<file path="src/hdl/iss_pkg.sv">
// Shared types and constants for the integer stack with search.
// No dependencies; used by every other file of the block.
package iss_pkg;

	// field widths of the command and result words
	localparam int CMD_W     = 3;
	localparam int VALUE_W   = 32;
	localparam int INDEX_W   = 4;
	localparam int COUNT_W   = 5;
	localparam int CAP_W     = 5;

	// built depth and capacity after reset
	localparam int DEPTH_DEF = 16;
	localparam logic [CAP_W-1:0] CAP_RESET = 5'd16;

	// command codes
	typedef enum logic [CMD_W-1:0] {
		CMD_PUSH   = 3'd0,
		CMD_POP    = 3'd1,
		CMD_PEEK   = 3'd2,
		CMD_CLEAR  = 3'd3,
		CMD_SEARCH = 3'd4
	} command_t;

	// shift control handed to every cell of the row
	typedef struct packed {
		logic push;
		logic pop;
	} shift_ctl_t;

endpackage

</file>
<file path="src/hdl/iss_cell.sv">
// One cell of the stack row: holds one word and compares it with the search key.
// Depends on iss_pkg.
module iss_cell (
	input  logic                                clk,
	input  iss_pkg::shift_ctl_t                 ctl,
	input  logic signed [iss_pkg::VALUE_W-1:0]  word_above,
	input  logic signed [iss_pkg::VALUE_W-1:0]  word_below,
	input  logic signed [iss_pkg::VALUE_W-1:0]  key,
	input  logic                                live,
	output logic signed [iss_pkg::VALUE_W-1:0]  word,
	output logic                                match
);

	logic signed [iss_pkg::VALUE_W-1:0] word_q;

	// take the word from the cell above on push, from below on pop, else hold
	always_ff @(posedge clk) begin
		if (ctl.push) begin
			word_q <= word_above;
		end else if (ctl.pop) begin
			word_q <= word_below;
		end
	end

	// flag a hit only while this cell holds a live entry
	assign match = live && (word_q == key);
	assign word  = word_q;

endmodule

</file>
<file path="src/hdl/integer_stack_with_search_unit.sv">
// Integer LIFO stack with linear search: top level with the cell row and result register.
// Depends on iss_pkg and iss_cell.
// The result word is registered; it appears in the cycle after its command is accepted.
// Throughput: one command per cycle while in_stall is low; every cell compares at once
// and a priority pick over the row feeds the single result register.
// Reset clears the fill, the result valid and sets capacity to 16; words are not cleared.
module integer_stack_with_search_unit #(
	parameter int DEPTH = iss_pkg::DEPTH_DEF
) (
	input  logic                                clk,
	input  logic                                arst_n,
	input  logic                                cfg_wr_en,
	input  logic [iss_pkg::CAP_W-1:0]           cfg_wr_data,
	input  logic                                in_valid,
	output logic                                in_stall,
	input  logic [iss_pkg::CMD_W-1:0]           command,
	input  logic signed [iss_pkg::VALUE_W-1:0]  value,
	output logic                                out_valid,
	input  logic                                out_stall,
	output logic                                ok,
	output logic signed [iss_pkg::VALUE_W-1:0]  data,
	output logic [iss_pkg::INDEX_W-1:0]         found_index,
	output logic [iss_pkg::COUNT_W-1:0]         count
);

	localparam int FW = $clog2(DEPTH + 1);
	localparam int W  = (FW > iss_pkg::COUNT_W) ? FW : iss_pkg::COUNT_W;

	logic [FW-1:0]                      fill_q, fill_d;
	logic [iss_pkg::CAP_W-1:0]          capacity_q;
	logic                               out_valid_q;
	logic                               ok_q, ok_d;
	logic signed [iss_pkg::VALUE_W-1:0] data_q, data_d;
	logic [iss_pkg::INDEX_W-1:0]        found_index_q, found_index_d;
	logic [iss_pkg::COUNT_W-1:0]        count_q;

	logic                               accept;
	iss_pkg::command_t                  cmd;
	iss_pkg::shift_ctl_t                ctl;
	logic                               push_go, pop_go;
	logic signed [iss_pkg::VALUE_W-1:0] row_word [DEPTH];
	logic [DEPTH-1:0]                   row_match;
	logic [DEPTH-1:0]                   row_live;
	logic [W-1:0]                       fill_w, cap_w, depth_w, hit_pos, idx_full, count_full;
	logic                               hit, can_push, non_empty;

	// stall input only while a result word waits to be taken
	assign in_stall = out_valid_q && out_stall;
	assign accept   = in_valid && !in_stall;
	assign cmd      = iss_pkg::command_t'(command);

	assign fill_w    = W'(fill_q);
	assign cap_w     = W'(capacity_q);
	assign depth_w   = W'(DEPTH);
	assign can_push  = (fill_w < cap_w) && (fill_w < depth_w);
	assign non_empty = (fill_q != '0);

	// cell row; cell 0 is the top of the stack
	for (genvar k = 0; k < DEPTH; k++) begin : g_cell
		logic signed [iss_pkg::VALUE_W-1:0] above, below;
		if (k == 0) begin : g_top
			assign above = value;
		end else begin : g_mid
			assign above = row_word[k-1];
		end
		if (k == DEPTH - 1) begin : g_bot
			assign below = row_word[k];
		end else begin : g_up
			assign below = row_word[k+1];
		end
		assign row_live[k] = W'(k) < fill_w;
		iss_cell u_cell (
			.clk        (clk),
			.ctl        (ctl),
			.word_above (above),
			.word_below (below),
			.key        (value),
			.live       (row_live[k]),
			.word       (row_word[k]),
			.match      (row_match[k])
		);
	end

	// pick the deepest matching cell, which is the lowest bottom-based index
	always_comb begin
		hit     = 1'b0;
		hit_pos = '0;
		for (int k = 0; k < DEPTH; k++) begin
			if (row_match[k]) begin
				hit     = 1'b1;
				hit_pos = W'(k);
			end
		end
	end

	assign idx_full = fill_w - W'(1) - hit_pos;

	// decode the command
	always_comb begin
		ok_d          = 1'b0;
		data_d        = '0;
		found_index_d = '0;
		fill_d        = fill_q;
		push_go       = 1'b0;
		pop_go        = 1'b0;
		unique case (cmd)
			iss_pkg::CMD_PUSH: begin
				if (can_push) begin
					push_go = 1'b1;
					fill_d  = fill_q + FW'(1);
					ok_d    = 1'b1;
				end
			end
			iss_pkg::CMD_POP: begin
				if (non_empty) begin
					pop_go = 1'b1;
					fill_d = fill_q - FW'(1);
					data_d = row_word[0];
					ok_d   = 1'b1;
				end
			end
			iss_pkg::CMD_PEEK: begin
				if (non_empty) begin
					data_d = row_word[0];
					ok_d   = 1'b1;
				end
			end
			iss_pkg::CMD_CLEAR: begin
				fill_d = '0;
				ok_d   = 1'b1;
			end
			iss_pkg::CMD_SEARCH: begin
				if (hit) begin
					ok_d          = 1'b1;
					found_index_d = idx_full[iss_pkg::INDEX_W-1:0];
				end
			end
			default: begin
				ok_d = 1'b0;
			end
		endcase
	end

	assign ctl.push   = accept && push_go;
	assign ctl.pop    = accept && pop_go;
	assign count_full = W'(fill_d);

	// control state: fill, capacity, result valid
	always_ff @(posedge clk or negedge arst_n) begin
		if (!arst_n) begin
			fill_q      <= '0;
			capacity_q  <= iss_pkg::CAP_RESET;
			out_valid_q <= 1'b0;
		end else begin
			if (cfg_wr_en) begin
				capacity_q <= cfg_wr_data;
			end
			if (accept) begin
				fill_q      <= fill_d;
				out_valid_q <= 1'b1;
			end else if (!out_stall) begin
				out_valid_q <= 1'b0;
			end
		end
	end

	// result word; load on accept, hold otherwise
	always_ff @(posedge clk) begin
		if (accept) begin
			ok_q          <= ok_d;
			data_q        <= data_d;
			found_index_q <= found_index_d;
			count_q       <= count_full[iss_pkg::COUNT_W-1:0];
		end
	end

	assign out_valid   = out_valid_q;
	assign ok          = ok_q;
	assign data        = data_q;
	assign found_index = found_index_q;
	assign count       = count_q;

endmodule

</file>
<file path="config.mk">
export PLATFORM = sky130hd
export DESIGN_NAME = integer_stack_with_search_unit
export DESIGN_NICKNAME = d
export VERILOG_FILES = /design/src/hdl/iss_pkg.sv /design/src/hdl/iss_cell.sv /design/src/hdl/integer_stack_with_search_unit.sv
export SDC_FILE = /design/constraint.sdc
export NUM_CORES = 1
export LEC_CHECK = 0
export ABC_AREA = 1
export BUFFER_PORTS_ARGS = -buffer_cell sky130_fd_sc_hd__buf_2
export CORE_MARGIN = 1.5
export CORE_UTILIZATION = 32
export DETAILED_ROUTE_END_ITERATION = 8
export PLACE_DENSITY = 0.54
export SKIP_LAST_GASP = 1
export SYNTH_ARGS = -nofsm -noshare
export SYNTH_HDL_FRONTEND = slang
export SYNTH_SLANG_ARGS = --single-unit
export TNS_END_PERCENT = 20
</file>
<file path="constraint.sdc">
create_clock -name clk -period 66.8 [get_ports clk]
set_input_delay 13.36 -clock clk [delete_from_list [all_inputs] [get_ports clk]]
set_output_delay 13.36 -clock clk [all_outputs]
set_load 0.005 [all_outputs]
</file>
==> impl_metrics.env <==
export IMPL_status="finished, final reports clean"
export IMPL_tns_ps=0
export IMPL_hp_class="reg2reg"
export IMPL_ys_types=54
export IMPL_cts_resized=0
export IMPL_slowest_stage="buf_2"
export IMPL_slew_violations=0
export IMPL_antenna_found_initial=2
export IMPL_grt_pass1_vias=23400
export IMPL_seq_area_frac_synth=0.553
export IMPL_vias=25400
export IMPL_leakage_uw=0.0128
export IMPL_grt_util_all_layers=0.242
export IMPL_cp_required_ps=53440
export IMPL_power_frac_clock=0.358
export IMPL_die_h_um=312
export IMPL_hpwl_um=82600
export IMPL_crit_chain="buf_2 > nand2_1 > inv_1 > buf_2"
export IMPL_syn_cell_area_sq_um=30600
export IMPL_switchingPower_uw=302
export IMPL_cap_violations=0
export IMPL_remaining_drc_errors=0
export IMPL_io_buffers=88
export IMPL_drtPass1Iterations=6
export IMPL_tightest_slew_ps=1280
export IMPL_avgSynthCellArea_sq_um=9.08
export IMPL_ys_warn_count=0
export IMPL_critical_path_most_common_cell="buf_2"
export IMPL_power_frac_seq=0.469
export IMPL_placed_area_sq_um=31700
export IMPL_design_area_sq_um=33600
export IMPL_fp_dieW_um=312
export IMPL_ant_nets=0
export IMPL_place_congestion=0.949
export IMPL_clock_sinks=565
export IMPL_power_density_nw_per_um2=28.8
export IMPL_cp_arrival_ps=13740
export IMPL_synth_edf_count=554
export IMPL_coreArea_sq_um=94900
export IMPL_clock_latency_ps=670
export IMPL_swShare=0.312
export IMPL_internal_power_uw=665
export IMPL_finalNetCount=3405
export IMPL_vias_per_cell=5.45
export IMPL_wl_per_cell_um=25.9
export IMPL_grt_start_max_net_pins=188
export IMPL_crit_fanout=2
export IMPL_drive_above_1_share=0.0751
export IMPL_crit_type="in2out"
export IMPL_clockBufferDepth=3
export IMPL_ys_flop_type="edfxtp_1"
export IMPL_fmax_ghz=0.0369
export IMPL_drtIter0Drc=3780
export IMPL_period_share=0.406
export IMPL_worst_ir_drop_vdd_mv=0.0237
export IMPL_overflow=0
export IMPL_cts_clk_slew_worst_paths_ps=60
export IMPL_fin_crit_ps=27100
export IMPL_ys_ff_latch=565
export IMPL_syn_num_nets=3424
export IMPL_start_util=0.322
export IMPL_syn_inst=3367
export IMPL_combPwrFrac=0.173
export IMPL_final_util=0.354
export IMPL_syn_to_final_growth_pct=10.0
export IMPL_grt_pass1_wl_um=171000
export IMPL_critPathLaunchType="input port"
export IMPL_finClkSkew_ps=30.6
export IMPL_tritoncts="yes"
export IMPL_slew_headroom=0.147
export IMPL_max_stage_delay_ps=130
export IMPL_hold_viol_final=0
export IMPL_ioPinCount=89
export IMPL_fillers=9748
export IMPL_rows=113
export IMPL_rsz0062_at_grt="no"
export IMPL_postCtsSetupBuffers=0
export IMPL_cts_root_buf="clkbuf_16"
export IMPL_finalWirelength_um=121000
export IMPL_setup_viol=0
export IMPL_async_reset_ff_frac=0.0195
export IMPL_cts_buffers=59
export IMPL_hold_buffers=0
export IMPL_dieArea_sq_um=97400
export IMPL_cp_end_kind="output pin"
export IMPL_htree_levels=2
==> Yosys cell counts (all sizes together), types with 22 or more instances <==
cell type | instances | share of area
buf | 121 | 0.028
clkbuf | 69 | 0.0085
edfxtp | 554 | 0.54
inv | 357 | 0.044
nand2 | 1045 | 0.13
nand3 | 48 | 0.0080
nand4 | 58 | 0.012
nor2 | 187 | 0.023
nor3 | 22 | 0.0038
nor4 | 23 | 0.0051
o21ai | 431 | 0.071
o22ai | 135 | 0.028
xnor2 | 137 | 0.039
xor2 | 78 | 0.022
==> per-stage QoR <==
step	setup WS (ps)	cells	power (uW)	hold slack, ps
after floorplan	28510	3367	580	450
after detailed placement	39690	4552	624	478
after CTS	39690	4661	965	498
after global placement	39660	4552	621	481
after global routing	39650	4661	997	521
final	39700	4662	967	493
==> placed cells by master (no fill, tap or decap), types with 13 or more instances in the layout <==
master	instances
nor4_1	21
nand4_1	57
clkbuf_16	59
xnor2_1	137
nand2_1	1040
nand3_1	47
nor2_1	181
inv_1	331
inv_2	23
o22ai_1	135
a221oi_1	17
edfxtp_1	554
nor3_1	21
xor2_1	78
buf_4	20
buf_2	88
o21ai_0	418
clkinv_2	13
==> cells by family (layout without fill, tap and decap cells) <==
logic type / count (synthesis) / after routing / share of synthesized area
other cells: 0 / 1 / 0
compound gates: 627 / 627 / 0.114
fa+ha+maj: 12 / 12 / 0.00516
flops: 565 / 565 / 0.553
simple gates: 1401 / 1401 / 0.185
buf+inv: 547 / 576 / 0.0808
xor+xnor: 215 / 215 / 0.0616
==> per-layer routing <==
| metal | global-route usage | routed length [um] |
|---|---|---|
| met4 | 0.101 | 5730 |
| met5 | 0 | 31 |
| met3 | 0.0599 | 14400 |
| met1 | 0.335 | 49100 |
| met2 | 0.361 | 51700 |
==> path summary, 6_finish.rpt <==
| path | to | from | depth (start not counted) | slack (ps) |
|---|---|---|---|---|
| max | in_stall | out_stall | 4 | 39700 |
| min in group asynchronous | fill_q[0] | arst_n | 1 | 12580 |
| max reg2reg | g_cell[7].u_cell.word[22] | cap_w[4] | 10 | 61450 |
| max in group asynchronous | cap_w[4] | arst_n | 1 | 53950 |
| min reg2reg | out_valid | out_valid | 2 | 490 |
| min | out_valid | out_valid | 2 | 490 |
==> sequential cells by signal, indices dropped and copies added, names as in the netlist <==
| name | cells |
|---|---|
| g_cell.u_cell.word | 512 |
| data | 32 |
| cap_w | 5 |
| count | 5 |
| fill_q | 5 |
| found_index | 4 |
| ok | 1 |
| out_valid | 1 |
==> critical path: cells and delay by family <==
kind                   cells  cell delay, ps
buffers and inverters      3             300
and+or+nand+nor            1              80
==> power groups by stage <==
stage          Clock [uW]  Sequential, uW  Combinational (uW)
2_1_floorplan           0             474                 107
3_3_place_gp            0             460                 162
3_5_place_dp            0             460                 164
4_1_cts               349             452                 164
5_1_grt               360             455                 182
6_report              346             453                 167
==> cell type report <==
class,instances,area (sq um),area share
well taps,1265,1580,0.0471
flip-flops and latches,565,16900,0.503
clock inverters,43,432,0.0128
inverters,357,1350,0.0402
diodes,1,2.50,0.0000744
multi-input cells,2255,11200,0.333
clock buffers,66,1500,0.0447
repair buffers,110,631,0.0188
(Power assumes the default switching activity.)
